**config.mk**
```make
export PLATFORM = sky130hd
export DESIGN_NAME = char_lcd_dirty_refresh_unit
export DESIGN_NICKNAME = d
export VERILOG_FILES = /design/src/rtl/core/crdr_pkg.sv /design/src/rtl/core/char_lcd_dirty_refresh_unit.sv /design/src/rtl/core/crdr_frame_mem.sv /design/src/rtl/core/crdr_ctrl.sv
export VERILOG_INCLUDE_DIRS = /design/src /design/src/rtl/core
export SDC_FILE = /design/constraint.sdc
export NUM_CORES = 1
export LEC_CHECK = 0
export ABC_AREA = 1
export BUFFER_PORTS_ARGS = -buffer_cell sky130_fd_sc_hd__buf_4
export CAP_MARGIN = 20
export CORE_MARGIN = 2
export CORE_UTILIZATION = 61
export CTS_CLUSTER_SIZE = 30
export DETAILED_ROUTE_END_ITERATION = 7
export PLACE_DENSITY_LB_ADDON = 0.05
export SETUP_SLACK_MARGIN = 0.1
export SLEW_MARGIN = 20
export SYNTH_ARGS = -nofsm -noshare
export SYNTH_HDL_FRONTEND = slang
export SYNTH_SLANG_ARGS = --single-unit
```
**constraint.sdc**
```tcl
create_clock -name clk_i -period 4.6 [get_ports clk_i]
set_clock_uncertainty 0.15 [all_clocks]
set_input_delay 0.46 -clock clk_i [delete_from_list [all_inputs] [get_ports clk_i]]
set_output_delay 0.46 -clock clk_i [all_outputs]
set_load 0.03 [all_outputs]
```
**src/rtl/core/assert_macros.svh**
```systemverilog
// Assertion macros used by the refresh unit's control module.
`ifndef ASSERT_MACROS_SVH
`define ASSERT_MACROS_SVH

// Checked at every clock edge outside reset.
`define ASSERT_CLK(name, prop, msg) \
  name: assert property (@(posedge clk_i) disable iff (!rst_ni) (prop)) else $error(msg);

// Checked at every clock edge, reset included.
`define ASSERT_ALWAYS(name, prop, msg) \
  name: assert property (@(posedge clk_i) (prop)) else $error(msg);

`endif

```
**src/rtl/core/crdr_pkg.sv**
```systemverilog
// Package: types, codes and the symbol ROM of the character LCD refresh unit.
`timescale 1ns / 1ps

package crdr_pkg;

  localparam logic OpTick  = 1'b0;
  localparam logic OpWrite = 1'b1;

  localparam logic [7:0]  CmdTop      = 8'h80;
  localparam logic [7:0]  CmdBottom   = 8'hC0;
  localparam logic [15:0] PeriodReset = 16'd150;
  localparam logic [7:0]  CharX       = 8'h58;
  localparam logic [7:0]  CharO       = 8'h4F;

  typedef struct packed {
    logic       op;
    logic [4:0] position;
    logic [7:0] char_code;
  } in_item_t;

  typedef struct packed {
    logic       is_data;
    logic [7:0] bus_byte;
    logic       last;
  } out_item_t;

  typedef struct packed {
    logic       wanted_we;
    logic [7:0] wanted_code;
    logic       shown_we;
    logic [7:0] shown_code;
  } frame_wr_t;

  typedef struct packed {
    logic [7:0] wanted;
    logic [7:0] shown;
  } frame_rd_t;

  localparam logic [7:0] GlyphRom [256] = '{
    8'h20,8'h00,8'h01,8'h02,8'h03,8'h04,8'h05,8'h06,
    8'h07,8'h20,8'h20,8'h20,8'h20,8'h20,8'h20,8'h20,
    8'h20,8'h20,8'h20,8'h20,8'h20,8'h20,8'h20,8'h20,
    8'h20,8'h20,8'h20,8'h20,8'h20,8'h20,8'h20,8'h20,
    8'h20,8'h21,8'h22,8'h23,8'h24,8'h25,8'h26,8'h27,
    8'h28,8'h29,8'h2A,8'h2B,8'h2C,8'h2D,8'h2E,8'h2F,
    8'h30,8'h31,8'h32,8'h33,8'h34,8'h35,8'h36,8'h37,
    8'h38,8'h39,8'h3A,8'h3B,8'h3C,8'h3D,8'h3E,8'h3F,
    8'h40,8'h41,8'h42,8'h43,8'h44,8'h45,8'h46,8'h47,
    8'h48,8'h49,8'h4A,8'h4B,8'h4C,8'h4D,8'h4E,8'h4F,
    8'h50,8'h51,8'h52,8'h53,8'h54,8'h55,8'h56,8'h57,
    8'h58,8'h59,8'h5A,8'h5B,8'h5C,8'h5D,8'h5E,8'h5F,
    8'h60,8'h61,8'h62,8'h63,8'h64,8'h65,8'h66,8'h67,
    8'h68,8'h69,8'h6A,8'h6B,8'h6C,8'h6D,8'h6E,8'h6F,
    8'h70,8'h71,8'h72,8'h73,8'h74,8'h75,8'h76,8'h77,
    8'h78,8'h79,8'h7A,8'h7B,8'h7C,8'h7D,8'hC5,8'h01,
    8'h20,8'h20,8'h20,8'h20,8'h20,8'h20,8'h20,8'h20,
    8'h20,8'h20,8'h20,8'h20,8'h20,8'h20,8'h20,8'h20,
    8'h20,8'h20,8'h20,8'h20,8'h20,8'h20,8'h20,8'h20,
    8'h20,8'h20,8'h20,8'h20,8'h20,8'h20,8'h20,8'h20,
    8'h20,8'h20,8'h20,8'h20,8'h20,8'h20,8'h20,8'h20,
    8'h20,8'h20,8'h20,8'h20,8'h20,8'h20,8'h20,8'h20,
    8'hA2,8'hB5,8'h20,8'h20,8'h20,8'h20,8'h20,8'h02,
    8'h20,8'h20,8'h20,8'h20,8'h20,8'h20,8'h20,8'h20,
    8'h41,8'hA0,8'h42,8'hA1,8'hE0,8'h45,8'hA3,8'hA4,
    8'hA5,8'hA6,8'h4B,8'hA7,8'h4D,8'h48,8'h4F,8'hA8,
    8'h50,8'h43,8'h54,8'hA9,8'hAA,8'h58,8'hE1,8'hAB,
    8'hAC,8'hE2,8'hAD,8'hAE,8'hC4,8'hAF,8'hB0,8'hB1,
    8'h61,8'hB2,8'hB3,8'hB4,8'hE3,8'h65,8'hB6,8'hB7,
    8'hB8,8'hB9,8'hBA,8'hBB,8'hBC,8'hBD,8'h6F,8'hBE,
    8'h70,8'h63,8'hBF,8'h79,8'hE4,8'h78,8'hE5,8'hC0,
    8'hC1,8'hE6,8'hC2,8'hC3,8'hC4,8'hC5,8'hC6,8'hC7
  };

endpackage

```
**src/rtl/core/char_lcd_dirty_refresh_unit.sv**
```systemverilog
// Timing: a write transfer or a tick without reload completes in its accept cycle.
// A reloading tick reads the slot, compared in S_READ; if it changed, command and data
// bytes follow in S_CMD and then S_DATA, each held while the output is stalled.
// Throughput: one item a cycle in S_IDLE; the input stalls during a scan, paced by
// the frame read and the single output register. Reset: control state is cleared
// at once; the frame reset pattern comes from per-slot valid bits, no clearing pass.
`timescale 1ns / 1ps

module char_lcd_dirty_refresh_unit #(
  parameter int COLUMNS = 16
) (
  input  logic                clk_i,
  input  logic                rst_ni,
  input  logic                cfg_we_i,
  input  logic [15:0]         cfg_wdata_i,
  input  logic                in_valid_i,
  output logic                in_stall_o,
  input  crdr_pkg::in_item_t  in_item_i,
  output logic                out_valid_o,
  input  logic                out_stall_i,
  output crdr_pkg::out_item_t out_item_o
);
  import crdr_pkg::*;

  localparam int SlotW = $clog2(2 * COLUMNS);

  logic [15:0]      period_q;
  logic             rd_en;
  logic [SlotW-1:0] rd_slot, wanted_slot, shown_slot;
  frame_wr_t        frame_wr;
  frame_rd_t        frame_rd;

  always_ff @(posedge clk_i or negedge rst_ni) begin
    if (!rst_ni) begin
      period_q <= PeriodReset;
    end else if (cfg_we_i) begin
      period_q <= cfg_wdata_i;
    end
  end

  crdr_ctrl #(
    .Columns(COLUMNS),
    .SlotW  (SlotW)
  ) u_ctrl (
    .clk_i        (clk_i),
    .rst_ni       (rst_ni),
    .period_i     (period_q),
    .in_valid_i   (in_valid_i),
    .in_stall_o   (in_stall_o),
    .in_item_i    (in_item_i),
    .out_valid_o  (out_valid_o),
    .out_stall_i  (out_stall_i),
    .out_item_o   (out_item_o),
    .rd_en_o      (rd_en),
    .rd_slot_o    (rd_slot),
    .wanted_slot_o(wanted_slot),
    .shown_slot_o (shown_slot),
    .wr_o         (frame_wr),
    .rd_i         (frame_rd)
  );

  crdr_frame_mem #(
    .Columns(COLUMNS),
    .SlotW  (SlotW)
  ) u_frame (
    .clk_i        (clk_i),
    .rst_ni       (rst_ni),
    .rd_en_i      (rd_en),
    .rd_slot_i    (rd_slot),
    .wanted_slot_i(wanted_slot),
    .shown_slot_i (shown_slot),
    .wr_i         (frame_wr),
    .rd_o         (frame_rd)
  );

endmodule

```
**src/rtl/core/crdr_frame_mem.sv**
```systemverilog
// Wanted and shown frame memories with per-slot valid bits for the reset pattern.
`timescale 1ns / 1ps

module crdr_frame_mem #(
  parameter int Columns = 16,
  parameter int SlotW   = 5
) (
  input  logic                clk_i,
  input  logic                rst_ni,
  input  logic                rd_en_i,
  input  logic [SlotW-1:0]    rd_slot_i,
  input  logic [SlotW-1:0]    wanted_slot_i,
  input  logic [SlotW-1:0]    shown_slot_i,
  input  crdr_pkg::frame_wr_t wr_i,
  output crdr_pkg::frame_rd_t rd_o
);
  import crdr_pkg::*;

  localparam int Slots = 2 * Columns;
  localparam logic ColOdd = (Columns % 2) == 1;

  logic [7:0] wanted_mem [Slots];
  logic [7:0] shown_mem  [Slots];
  logic [Slots-1:0] wanted_vld_q, shown_vld_q;
  logic [7:0] wanted_rd_q, shown_rd_q;
  logic [SlotW-1:0] rd_slot_q;
  logic bottom, col_odd;
  logic [7:0] wanted_rst, shown_rst;

  always_ff @(posedge clk_i) begin
    if (wr_i.wanted_we) begin
      wanted_mem[wanted_slot_i] <= wr_i.wanted_code;
    end
    if (rd_en_i) begin
      wanted_rd_q <= wanted_mem[rd_slot_i];
    end
  end

  always_ff @(posedge clk_i) begin
    if (wr_i.shown_we) begin
      shown_mem[shown_slot_i] <= wr_i.shown_code;
    end
    if (rd_en_i) begin
      shown_rd_q <= shown_mem[rd_slot_i];
      rd_slot_q  <= rd_slot_i;
    end
  end

  always_ff @(posedge clk_i or negedge rst_ni) begin
    if (!rst_ni) begin
      wanted_vld_q <= '0;
      shown_vld_q  <= '0;
    end else begin
      if (wr_i.wanted_we) begin
        wanted_vld_q[wanted_slot_i] <= 1'b1;
      end
      if (wr_i.shown_we) begin
        shown_vld_q[shown_slot_i] <= 1'b1;
      end
    end
  end

  // reset pattern: top XOXO.., bottom OXOX..; shown X on top, O below
  always_comb begin
    bottom     = rd_slot_q >= SlotW'(Columns);
    col_odd    = rd_slot_q[0] ^ (bottom & ColOdd);
    wanted_rst = (col_odd ^ bottom) ? CharO : CharX;
    shown_rst  = bottom ? CharO : CharX;
    rd_o.wanted = wanted_vld_q[rd_slot_q] ? wanted_rd_q : wanted_rst;
    rd_o.shown  = shown_vld_q[rd_slot_q] ? shown_rd_q : shown_rst;
  end

endmodule

```
**src/rtl/core/crdr_ctrl.sv**
```systemverilog
// Tick countdown, scan pointer, read-compare-write sequencer and output register.
`timescale 1ns / 1ps
`include "assert_macros.svh"

module crdr_ctrl #(
  parameter int Columns = 16,
  parameter int SlotW   = 5
) (
  input  logic                clk_i,
  input  logic                rst_ni,
  input  logic [15:0]         period_i,
  input  logic                in_valid_i,
  output logic                in_stall_o,
  input  crdr_pkg::in_item_t  in_item_i,
  output logic                out_valid_o,
  input  logic                out_stall_i,
  output crdr_pkg::out_item_t out_item_o,
  output logic                rd_en_o,
  output logic [SlotW-1:0]    rd_slot_o,
  output logic [SlotW-1:0]    wanted_slot_o,
  output logic [SlotW-1:0]    shown_slot_o,
  output crdr_pkg::frame_wr_t wr_o,
  input  crdr_pkg::frame_rd_t rd_i
);
  import crdr_pkg::*;

  localparam int unsigned Slots = 2 * Columns;

  localparam logic [1:0] S_IDLE = 2'd0;
  localparam logic [1:0] S_READ = 2'd1;
  localparam logic [1:0] S_CMD  = 2'd2;
  localparam logic [1:0] S_DATA = 2'd3;

  logic [1:0]       st_q, st_d;
  logic [15:0]      cnt_q, cnt_d, cnt_dec;
  logic [SlotW-1:0] ptr_q, ptr_d, col;
  out_item_t        out_q, out_d;
  logic [7:0]       dbyte_q, dbyte_d;
  logic             accept, bottom;

  assign accept = in_valid_i && !in_stall_o;
  assign cnt_dec = cnt_q - 16'd1;
  assign bottom = ptr_q >= SlotW'(Columns);
  assign col = bottom ? ptr_q - SlotW'(Columns) : ptr_q;

  always_comb begin
    st_d    = st_q;
    cnt_d   = cnt_q;
    ptr_d   = ptr_q;
    out_d   = out_q;
    dbyte_d = dbyte_q;
    in_stall_o    = 1'b1;
    rd_en_o       = 1'b0;
    rd_slot_o     = ptr_q;
    wanted_slot_o = SlotW'(in_item_i.position);
    shown_slot_o  = ptr_q;
    wr_o.wanted_we   = 1'b0;
    wr_o.wanted_code = in_item_i.char_code;
    wr_o.shown_we    = 1'b0;
    wr_o.shown_code  = rd_i.wanted;
    unique case (st_q)
      S_IDLE: begin
        in_stall_o = 1'b0;
        if (accept) begin
          if (in_item_i.op == OpWrite) begin
            wr_o.wanted_we = 32'(in_item_i.position) < Slots;
          end else if (cnt_dec == '0) begin
            cnt_d   = period_i;
            rd_en_o = 1'b1;
            st_d    = S_READ;
          end else begin
            cnt_d = cnt_dec;
          end
        end
      end
      S_READ: begin
        ptr_d = (ptr_q == SlotW'(Slots - 1)) ? '0 : ptr_q + SlotW'(1);
        if (rd_i.wanted != rd_i.shown) begin
          wr_o.shown_we  = 1'b1;
          out_d.is_data  = 1'b0;
          out_d.bus_byte = (bottom ? CmdBottom : CmdTop) + 8'(col);
          out_d.last     = 1'b0;
          dbyte_d        = GlyphRom[rd_i.wanted];
          st_d           = S_CMD;
        end else begin
          st_d = S_IDLE;
        end
      end
      S_CMD: begin
        if (!out_stall_i) begin
          out_d.is_data  = 1'b1;
          out_d.bus_byte = dbyte_q;
          out_d.last     = 1'b1;
          st_d           = S_DATA;
        end
      end
      S_DATA: begin
        if (!out_stall_i) begin
          st_d = S_IDLE;
        end
      end
      default: st_d = S_IDLE;
    endcase
  end

  always_ff @(posedge clk_i or negedge rst_ni) begin
    if (!rst_ni) begin
      st_q  <= S_IDLE;
      cnt_q <= PeriodReset;
      ptr_q <= '0;
    end else begin
      st_q  <= st_d;
      cnt_q <= cnt_d;
      ptr_q <= ptr_d;
    end
  end

  always_ff @(posedge clk_i) begin
    out_q   <= out_d;
    dbyte_q <= dbyte_d;
  end

  assign out_valid_o = (st_q == S_CMD) || (st_q == S_DATA);
  assign out_item_o  = out_q;

  `ASSERT_CLK(a_ptr_range, 32'(ptr_q) < Slots, "scan pointer beyond last slot")
  `ASSERT_CLK(a_read_follows_req, (st_q == S_READ) |-> $past(rd_en_o),
              "compare without a frame read")
  `ASSERT_CLK(a_pair_order,
              (out_valid_o && !out_stall_i && !out_item_o.last) |=>
              (out_valid_o && out_item_o.is_data && out_item_o.last),
              "command byte not followed by its data byte")

endmodule
```
Word level (Yosys, flattened, before mapping)
Memory sizes are Yosys's and may differ from the RTL's. A register that Yosys moved wholly into a read port is not among the register bits.
Index checks and enable logic that the tools add are counted.

word-level totals
  output and inout bits = 12
  bits in writable memories = 512
  ROM bits = 2,048
  flip-flop bits (word level) = 118
  memories kept = 3
  word-level logic and storage cells = 91
  input port bits = 35

memory list
  name                depth  bits a word  rd ports  clocked after Yosys merged registers in  write ports  RTL line              source
  (name not given)    256    8            1         1                                        0            crdr_ctrl.sv:83       dbyte_d = GlyphRom[rd_i.wanted];
  u_frame.shown_mem   32     8            1         1                                        1            crdr_frame_mem.sv:23  logic [7:0] shown_mem [Slots];
  u_frame.wanted_mem  32     8            1         1                                        1            crdr_frame_mem.sv:22  logic [7:0] wanted_mem [Slots];

operators by class
  reductions and logical operators = 11
  multiplexer cells = 40
  magnitude comparators = 7
  bitwise operators = 5
  $add $sub $neg = 4
  equal/unequal tests = 11

operator list
  cell                                                                    count
  32-bit bitwise OR                                                       2
  10-bit 2-to-1 mux                                                       2
  5-bit 2-to-1 mux                                                        4
  10-bit case mux with 2 select lines                                     1
  5-bit by 6-bit < comparator with 1-bit output (second input constant)   3
  1-bit 2-to-1 mux                                                        18
  16-bit logical NOT                                                      1
  16-bit 2-to-1 mux                                                       1
  8-bit 2-to-1 mux                                                        2
  16-bit by 1-bit subtractor with 16-bit output (second input constant)   1
  2-bit 2-to-1 mux                                                        6
  1-bit binary-select mux with 5-bit select                               2
  1-bit demux with 5-bit select                                           2
  5-bit by 1-bit >= comparator with 1-bit output (second input constant)  2
  5-bit >= comparator (second input constant)                             2
  8-bit NOT with 9-bit output                                             1
  8-bit by 5-bit adder with 8-bit output                                  1
  2-bit inequality test (second input constant)                           4
  8-bit inequality test                                                   1
  2-bit case mux with 4 select lines                                      1
  7-bit 2-to-1 mux                                                        1
  3-bit AND reduction                                                     2
  5-bit by 1-bit adder with 5-bit output (second input constant)          1
  5-bit == test (second input constant)                                   1
  other kinds (12)                                                        16

Logic depth before layout (Yosys ltp)
Gate-level depths: netlist (run 1).

  depth after elaboration = 9
  mapped depth = 24
  depth with buffers taken out = 22

By module
Synthesis (run 1) repeated with hierarchy kept, for this count alone.

second synthesis, totals
  cells, all modules = 2,741
  area total of the unflattened synthesis = 28,730.1 µm²

modules (own cells, without submodules)
  module                       cells each  times used  seq. area each (µm²)  area each (µm²)
  crdr_frame_mem               2,119       1           17,606.9              24,338.3
  crdr_ctrl                    554         1           1,091.0               3,742.3
  char_lcd_dirty_refresh_unit  68          1           405.4                 649.4

Least setup slack after synthesis (run 1)
No wires, ideal clock.

  path type = register to register
  start point = register (tool-made name)
  end point = register u_frame.rd_slot_q[0] (enable)
  stages on the path, launching flop included = 7
  data arrival time = 2.758 ns
  slack = 1.294 ns
  period minus slack after synthesis = 3.306 ns
  buffers on the path = 1
  library setup time = 0.399 ns
  data required time = 4.051 ns
  cells stage by stage = dfrtp_1 -> nor2_1 -> inv_1 -> nor3_1 -> clkinv_1 -> clkbuf_1 -> nor2_1

RTL lines
  element                 RTL line              source
  end signal: assignment  crdr_frame_mem.sv:45  rd_slot_q <= rd_slot_i;
  end: declaration        crdr_frame_mem.sv:26  logic [SlotW-1:0] rd_slot_q;

==> results_dict.tcl, run 1 <==
set metrics [dict create \
    status "finished clean" \
    ys_async_sr_fraction 0.158 \
    place_area_sq_um 28700 \
    cts_resized 0 \
    drc 0 \
    grt_pass1_vias 18100 \
    synth_top_area_frac 0.593 \
    grt_setup_unrepaired "no" \
    grt_pass1_wl_um 107000 \
    p_leak_uw 0.0115 \
    start_util 0.616 \
    fmax_ghz 0.248 \
    drtAntennaViolNets 0 \
    cp_data_arrival_time_ns 4.22 \
    numCtsBuffers 66 \
    holdWs_ns 0.0302 \
    dieArea_sq_um 47400 \
    layout.nets 2529 \
    syn_inst 2445 \
    p_per_area_nw_per_um2 536 \
    cts_sinks 653 \
    core_sq_um 45200 \
    syn_nets 2494 \
    area_growth_pct 11.2 \
    ys_top_cells_by_area "edfxtp_1 59%, dfrtp_1 8.5%, o21ai_0 6.5%" \
    hold_viol 0 \
    portBuffers 46 \
    cts_tree "yes" \
    path_class "register to register" \
    seq_area_frac_synth 0.686 \
    synthFlopType "edfxtp_1" \
    grt_start_max_net_pins 206 \
    die_w_um 218 \
    cp-end-kind "register" \
    yosysTopAreaCell "edfxtp_1" \
    tightest_slew_ns 1.04 \
    boundaryPins 47 \
    crit_path_start_kind "register" \
    yosysWarnings 0 \
    slew-limit-headroom 0.303 \
    register_area_sq_um 19100 \
    min_path_type "input port to register" \
    root_buffer "clkbuf_16" \
    hpwl_um 43100 \
    synth_seq_cells 653 \
    fill_cells 3301 \
    n_antenna_cell 0 \
    routedWlPerCell_um 22.6 \
    placementRows 78 \
    routed_via_density 6.07 \
    vias 19000 \
    ir_drop_mv 0.548 \
    drtPass1Iterations 5 \
    ff2ff_setup_slack_ns 0.57 \
    place.gp.congestion 0.922 \
    clk_latency_ns 0.62 \
    cts_max_level 3 \
    period_minus_slack_ns 4.03 \
    synth.distinct_cells 41 \
    finalCritPeriodShare 0.876 \
    path_clk_slew_ns 0.06 \
    required_ns 4.80 \
    grt_util_all_layers 0.302 \
    fin_area_sq_um 31000 \
    worst_slack_ns 0.572 \
    drt_iter0_drc 2142 \
    p_total_uw 16600 \
    drive_gt1_frac 0.0998 \
    cp_max_fo 17 \
    cap_violations 0 \
    antenna_found_initial 0 \
    multi_input_area_sq_um 7420 \
    tns_ns 0 \
    slew_violations 0 \
    setup_viol 0 \
    syn_area_sq_um 27900 \
    clockBufferDepth 3 \
    final_common_cell "edfxtp_1" \
    die-height_um 218 \
    wl_um 71000 \
    avgSynthCellArea_sq_um 11.4 \
    synth_edf_count 550 \
    globalRouteOverflowTotal 0 \
    pre_cts_ws_ns 0.766 \
    mostFrequentLayoutCells "550 x edfxtp_1, 361 x o21ai_0, 360 x nor2_1, 254 x nand2_1, 191 x inv_1" \
]
[Yosys cell counts, drive strengths merged, types with 2 or more instances]
cell type	instances
dfstp	8
a31oi	2
o21ai	368
buf	27
nand3b	4
nand2	262
inv	198
a221oi	31
o211ai	6
a21oi	44
nand3	140
xor2	14
nand4	15
mux2	2
xnor2	7
nor3	13
dfrtp	95
or2	3
o22ai	129
o31ai	2
clkbuf	104
nor2	364
nor4	5
a22o	30
ha	14
edfxtp	550
clkinv	6
[routing by layer]
layer / vias to the layer above / GRT usage / part of all wire
met5: - / 0 / 0
met2: 741 / 0.488 / 0.49
met4: 0 / 0.119 / 0.035
met3: 141 / 0.0445 / 0.062
met1: 9365 / 0.418 / 0.42
li1: 8784 / - / -
[flip-flops by register name, indices dropped and copies added (netlist names), named ones only]
name,cells
u_frame.shown_mem,256
u_frame.wanted_mem,256
u_frame.shown_vld_q,32
u_frame.wanted_vld_q,32
period_q,16
u_ctrl.cnt_q,16
u_ctrl.out_item_o,9
u_ctrl.dbyte_q,8
u_frame.shown_rd_q,8
u_frame.wanted_rd_q,8
u_ctrl.rd_slot_o,5
u_frame.rd_slot_q,5
u_ctrl.st_q,1
[worst max-delay path, stage by stage (launching register included)]
cell	delay, ns
edfxtp_1	0.73
inv_2	0.27
nand3_1	0.17
nand3_1	0.11
nand3_1	0.14
nand3_2	0.16
nand2_4	0.15
nand2_4	0.09
nand2_2	0.32
inv_1	0.17
ha_1	0.31
inv_1	0.09
nand2_1	0.15
nand2_1	0.09
a21oi_1	0.25
o21ai_1	0.11
o21ai_0	0.20
nand2_1	0.09
[metrics by stage]
step,cells,util
6_report,3134,0.686
5_1_grt,3134,0.686
4_1_cts,3134,0.686
3_5_place_dp,2993,0.635
3_3_place_gp,2993,0.635
2_1_floorplan,2445,-
[cell type report]
cell class,count,share of cell area
repair buffers,98,0.0265
clock inverters,40,0.0117
clock buffers,82,0.0563
multi-input cells,1457,0.239
well taps,600,0.0242
flip-flops and latches,653,0.617
inverters,204,0.0250
[logic make-up after synthesis]
group / count (synthesis) / share of synthesized area
simple gates: 807 / 0.126
compound gates: 613 / 0.125
mux: 2 / 0.000809
buf+inv: 335 / 0.0490
fa+ha+maj: 14 / 0.00629
xor+xnor: 21 / 0.00660
flops: 653 / 0.686
[power by group]
group,leakage (uW),switching (uW),internal [uW]
sequential,0.00614,182,6760
combinational,0.00436,3120,1270
clock,0.00103,2280,3000
total,0.0115,5580,11000
[final timing paths]
| kind | depth (start not counted) | to | from |
|---|---|---|---|
| min in group asynchronous | 2 | period_q[0] | rst_ni |
| worst max register to register | 17 | u_ctrl.dbyte_q[1] | u_frame.rd_slot_q[1] |
| worst max-delay path | 17 | u_ctrl.dbyte_q[1] | u_frame.rd_slot_q[1] |
| worst min register to register | 2 | u_frame.wanted_vld_q[3] | u_frame.wanted_vld_q[3] |
| worst min-delay path | 4 | u_ctrl.st_q[0] | in_item_i[13] |
| max in group asynchronous | 3 | u_frame.shown_vld_q[9] | rst_ni |
[repair_timing]
item | CTS | global route
hold buffers | 19 | 0
setup endpoints to repair | 0 | 0
buffers inserted | 0 | 0
endpoints found under the hold margin | 82 | 0
Note: power is estimated with default switching activity, not from simulation.
==> run 2: changes to the inputs <==
--- a/config.mk
+++ b/config.mk
@@ -18,4 +18,5 @@
 export SLEW_MARGIN = 20
 export SYNTH_ARGS = -nofsm -noshare
 export SYNTH_HDL_FRONTEND = slang
+export SYNTH_HIERARCHICAL = 1
 export SYNTH_SLANG_ARGS = --single-unit
==> run 2 against run 1 <==
- clock-buffer cell count is 6 higher
- total power is 4.7% higher
- non-clock buffer count is 1 higher
- hold slack better by 0.017 ns
- flip-flop and latch count stayed put
- wire length is 2.0% higher
- sequential power is 4.8% higher
- sequential share of layout area is 1.1 points lower
- design area is 1.8% higher
- cell count is 8.5% higher
- critical path type unchanged
==> results_dict.tcl, run 2 <==
set metrics [dict create \
    status "finished clean" \
    drive_gt1_frac 0.107 \
    post-place-cells 3262 \
    layout.cells.non_filler 3401 \
    yosysWarnings 6 \
    grt_util_all_layers 0.294 \
    hold_viol 0 \
    avgSynthCellArea_sq_um 10.5 \
    power.switching_uw 6170 \
    routedWlPerCell_um 21.3 \
    cts_setup_buffers 0 \
    setup_viol 0 \
    synth.most_common_cell "nand2_1" \
    hpwl_um 43500 \
    grt_pass1_wl_um 111000 \
    top_regs "u_frame/shown_mem (256), u_frame/wanted_mem (256)" \
    grt_setup_unrepaired "yes" \
    fin_area_sq_um 31600 \
    grt_pass1_vias 19400 \
    synth_top_area_frac 0.575 \
    core_sq_um 46600 \
    routed_via_density 5.98 \
    synthTopCellsByCount "840 x nand2_1, 550 x edfxtp_1, 292 x nand3_1" \
    mostFrequentLayoutCells "837 x nand2_1, 550 x edfxtp_1, 292 x nand3_1, 225 x nor2_1, 116 x a21oi_1" \
    cp_data_arrival_time_ns 4.31 \
    cp-end-kind "register" \
    dieArea_sq_um 48800 \
    syn_nets 2787 \
    die-height_um 221 \
    drtPass1Iterations 6 \
    vias 20300 \
    boundaryPins 47 \
    drtAntennaViolNets 0 \
    ir_drop_mv 0.487 \
    antenna_found_initial 0 \
    ys_async_sr_fraction 0.158 \
    root_buffer "clkbuf_16" \
    crit_path_start_kind "register" \
    required_ns 4.65 \
    cp_max_fo 41 \
    p_per_area_nw_per_um2 551 \
    p_leak_uw 0.0123 \
    synthFlopType "edfxtp_1" \
    power_frac_clock 0.296 \
    period_minus_slack_ns 4.26 \
    cts_tree "yes" \
    path_clk_slew_ns 0.06 \
    slew-limit-headroom 0.275 \
    die_w_um 221 \
    area_growth_pct 9.82 \
    synth_edf_count 550 \
    layout.nets 2789 \
    n_antenna_cell 0 \
    fmax_ghz 0.235 \
    slew_violations 0 \
    place_area_sq_um 29300 \
    pwr-share-comb 0.286 \
    clk_latency_ns 0.59 \
    syn_inst 2741 \
    drc 0 \
    globalRouteOverflowTotal 0 \
    place.gp.congestion 0.909 \
    cap_violations 0 \
    min_path_type "input port to register" \
    seq_area_frac_synth 0.665 \
    drt_iter0_drc 2949 \
    syn_area_sq_um 28700 \
    pwr-share-seq 0.418 \
    synth.distinct_cells 51 \
    placementRows 79 \
    final_common_cell "nand2_1" \
    tns_ns 0 \
    start_util 0.617 \
    ys_top_cells_by_area "edfxtp_1 57%, nand2_1 11%, dfrtp_1 8.3%" \
    portBuffers 46 \
    cts_max_level 3 \
    numCtsBuffers 68 \
    internal-power_uw 11200 \
    switching_share 0.355 \
    path_class "register to register" \
    cts_sinks 653 \
    wl_um 72400 \
    grt_start_max_net_pins 122 \
    tightest_slew_ns 1.08 \
    finalCritPeriodShare 0.926 \
    synth_seq_cells 653 \
    clockBufferDepth 3 \
    yosysTopAreaCell "edfxtp_1" \
]
[run 2: cell count changes after synthesis, sizes merged, moves of 85 or more]
cell / change
o21ai: -262
nor2: -117
o22ai: -128
inv: -85
buf: +89
nand3: +163
nand2: +593
[run 2: power groups by stage]
stage | sequential (uW) | combinational (uW) | clock (uW)
global placement | 7380 | 4790 | 0
global route | 7320 | 5430 | 5440
detailed placement | 7380 | 4850 | 0
CTS | 7270 | 4880 | 5210
finish | 7270 | 4980 | 5140
floorplan | 7170 | 3490 | 0
[run 2: layout make-up]
| class | instances | area, sq um |
|---|---|---|
| Sequential cell | 653 | 19100 |
| Fill cell | 3507 | 15000 |
| Multi-Input combinational cell | 1806 | 8340 |
| Clock buffer | 88 | 1850 |
| Timing Repair Buffer | 99 | 826 |
| Tap cell | 607 | 759 |
| Inverter | 115 | 443 |
| Clock inverter | 33 | 215 |
[run 2: metrics by stage]
step / util / setup WS (ns) / hold slack (ns) / power [uW]
2_1_floorplan: - / 0.665 / 0.0144 / 10700
3_3_place_gp: 0.629 / 0.468 / 0.295 / 12200
3_5_place_dp: 0.629 / 0.310 / 0.298 / 12200
4_1_cts: 0.677 / 0.241 / 0.0165 / 17400
5_1_grt: 0.678 / -0.0125 / 0.0546 / 18200
6_report: 0.678 / 0.341 / 0.0471 / 17400
[run 2: kinds of logic after synthesis]
family          Yosys count  share of synthesized area
simple gates           1471                      0.217
flops                   653                      0.665
fa+ha+maj                11                    0.00479
compound gates          313                     0.0640
buf+inv                 282                     0.0462
xor+xnor                 11                    0.00335
[run 2: path summary, 6_finish.rpt]
check | slack [ns] | to | startpoint | depth (start not counted)
setup reg to reg | 0.34 | u_frame/shown_mem[10][1] | u_frame/rd_slot_q[0] | 16
min in group asynchronous | 0.35 | period_q[13] | rst_ni | 2
hold reg to reg | 0.31 | u_frame/shown_vld_q[5] | u_frame/shown_vld_q[5] | 2
max in group asynchronous | 3.05 | u_frame/shown_vld_q[21] | rst_ni | 3
hold / removal | 0.05 | period_q[1] | cfg_we_i | 3
setup / recovery | 0.34 | u_frame/shown_mem[10][1] | u_frame/rd_slot_q[0] | 16
[run 2: worst max-delay path: stages, from the launching register on]
cell	delay (ns)
edfxtp_1	0.44
buf_4	0.39
nand2_1	0.10
nand3_1	0.10
nand3_1	0.08
nand2_1	0.09
nand2_1	0.07
nand3_2	0.13
nand2_2	0.13
nand2_1	0.14
nand2_1	0.11
xnor2_1	0.15
nand2_1	0.07
nor4_1	0.05
nor2_1	0.27
nand3_1	0.51
nor2_1	0.89
[run 2: per-layer routing]
metal,global-route usage,vias up,part of all wire
li1,-,9361,-
met1,0.433,9854,0.43
met2,0.454,999,0.46
met3,0.0481,135,0.088
met4,0.0955,0,0.025
met5,0,-,0
[run 2: what timing repair did]
action                                  in CTS  in global routing
endpoints found under the setup margin       0                 69
hold buffers                                18                  0
resized for setup                            0                  8
hold endpoints to repair                    67                  0
==> run 3: changes to the inputs <==
==> constraint.sdc (replaced) <==
create_clock -name clk_i -period 4.6 [get_ports clk_i]
set_clock_uncertainty 0.15 [all_clocks]
set_input_delay 1.15 -clock clk_i [delete_from_list [all_inputs] [get_ports clk_i]]
set_output_delay 1.15 -clock clk_i [all_outputs]
set_load 0.03 [all_outputs]
==> run 3 against run 2 <==
- worst setup slack lost 0.0053 ns
- flip-flop and latch count did not move
- global-route usage increased by 0.39 points
- maximum frequency is 0.13% lower
- register-to-register slack barely moved
==> results_dict.tcl, run 3 (synthesis results as in run 2) <==
set metrics [dict create \
    status "finished clean" \
    start_util 0.617 \
    ff2ff_setup_slack_ns 0.34 \
    cpMaxStageDelayCell "nand3_1" \
    internal-power_uw 11600 \
    cts_max_level 3 \
    post-place-cells 3287 \
    cts_sinks 653 \
    worst-path-stages 17 \
    grt_pass1_vias 19900 \
    boundaryPins 47 \
    tightest_slew_ns 1.02 \
    drtAntennaViolNets 0 \
    final_common_cell "nand2_1" \
    cap_violations 0 \
    r2r_cells 17 \
    power.switching_uw 6260 \
    top_regs "u_frame/shown_mem (256), u_frame/wanted_mem (256)" \
    area_growth_pct 10.6 \
    slew-limit-headroom 0.316 \
    crit_start "u_frame/rd_slot_q[0]" \
    layout.cells.non_filler 3413 \
    portBuffers 46 \
    worst_slack_ns 0.335 \
    tns_ns 0 \
    fmax_ghz 0.234 \
    grt_pass1_wl_um 113000 \
    p_per_area_nw_per_um2 562 \
    cp_data_arrival_time_ns 4.34 \
    clockBufferDepth 3 \
    final_util 0.683 \
    cts_setup_buffers 0 \
    n_antenna_cell 0 \
    critPathMaxStageDelay_ns 0.58 \
    path_class "register to register" \
    ir_drop_mv 0.613 \
    routedWlPerCell_um 21.4 \
    critPathBufInv 2 \
    mostFrequentLayoutCells "838 x nand2_1, 550 x edfxtp_1, 292 x nand3_1, 233 x nor2_1, 116 x a21oi_1" \
    endpoint "u_frame/shown_mem[9][6]" \
    cp-end-kind "register" \
    drc 0 \
    dieArea_sq_um 48800 \
    grt_util_all_layers 0.298 \
    place.gp.congestion 0.907 \
    cpMostUsedCell "nand2_1" \
    routed_via_density 6.02 \
    cts_tree "yes" \
    switching_share 0.351 \
    pre_cts_ws_ns 0.529 \
    crit_path_start_kind "register" \
    die_w_um 221 \
    layout.nets 2796 \
    antenna_found_initial 0 \
    globalRouteOverflowTotal 0 \
    core_sq_um 46600 \
    drive_gt1_frac 0.117 \
    finalCritPeriodShare 0.927 \
    vias 20500 \
    setup_viol 0 \
    wl_um 72900 \
    required_ns 4.68 \
    path_clk_slew_ns 0.06 \
    min_path_type "register to register" \
    postCtsHoldBufs 0 \
    die-height_um 221 \
    placementRows 79 \
    cts_resized 0 \
    drt_iter0_drc 2890 \
    numCtsBuffers 68 \
    grt_setup_unrepaired "no" \
    hold_viol 0 \
    path_delay_family "simple AND/OR/NAND/NOR gates" \
    cp_max_fo 20 \
    power_frac_clock 0.314 \
    pwr-share-seq 0.405 \
    drtPass1Iterations 6 \
    rr_endpoint "u_frame/shown_mem[9][6]" \
    grt_start_max_net_pins 156 \
    p_leak_uw 0.0125 \
    root_buffer "clkbuf_16" \
    clk_latency_ns 0.61 \
    slew_violations 0 \
    crit_chain "inv_2, nand2_1, nand3_1, nand3_1, nand2_1, nand2_1, nand3_2, nand2_2, nand2_1, nand2_2, xnor2_1, nand4_1, nor4_1, nor2_1, nand3_1, buf_4, nor2_1" \
    hpwl_um 43800 \
    r2r_start "u_frame/rd_slot_q[0]" \
    pwr-share-comb 0.281 \
    period_minus_slack_ns 4.26 \
]
run 3: worst min path at each step:
stage / from / end / slack, ns / depth (start not counted)
after floorplan: u_frame/shown_vld_q[18] / u_frame/shown_vld_q[18] / 0.28 / 2
after global placement: u_frame/shown_vld_q[3] / u_frame/shown_vld_q[3] / 0.30 / 2
after detailed placement: u_frame/shown_vld_q[27] / u_frame/shown_vld_q[27] / 0.30 / 2
after CTS: u_frame/shown_vld_q[27] / u_frame/shown_vld_q[27] / 0.32 / 2
after global routing: u_frame/shown_vld_q[27] / u_frame/shown_vld_q[27] / 0.33 / 2
final: u_frame/shown_vld_q[27] / u_frame/shown_vld_q[27] / 0.31 / 2
run 3: layout make-up:
cell class	instances	area (sq um)
well taps	607	759
inverters	115	443
clock inverters	34	407
repair buffers	106	871
flip-flops and latches	653	19100
clock buffers	92	1860
multi-input cells	1806	8320
fillers	3425	14800
run 3: power by group through the flow:
| stage | Clock [uW] | Sequential, uW | Combinational [uW] |
|---|---|---|---|
| 6_report | 5610 | 7240 | 5010 |
| 3_3_place_gp | 0 | 7340 | 4830 |
| 2_1_floorplan | 0 | 7170 | 3490 |
| 3_5_place_dp | 0 | 7350 | 4900 |
| 4_1_cts | 5680 | 7230 | 4940 |
| 5_1_grt | 5910 | 7270 | 5450 |
run 3: worst reg2reg max path, cell delays in order (launching register included):
cell and delay, ns:
edfxtp_1 0.42, inv_2 0.27, nand2_1 0.12, nand3_1 0.09, nand3_1 0.09, nand2_1 0.09, nand2_1 0.06, nand3_2 0.14
nand2_2 0.14, nand2_1 0.14, nand2_2 0.09, xnor2_1 0.13, nand4_1 0.07, nor4_1 0.06, nor2_1 0.28, nand3_1 0.58
buf_4 0.39, nor2_1 0.57
run 3: per-layer routing:
metal,part of all wire,track usage,vias to the layer above
li1,-,-,9374
met3,0.085,0.0474,137
met4,0.024,0.0981,0
met5,0,0,-
met1,0.42,0.430,9989
met2,0.47,0.469,1034
run 3: per-stage QoR:
step           area [sq um]  hold WS, ns  total power [uW]
3_3_place_gp          29500        0.296             12200
3_5_place_dp          29500        0.302             12200
2_1_floorplan         28700        0.277             10700
4_1_cts               31800        0.316             17900
5_1_grt               31800        0.331             18600
6_report              31800        0.312             17900
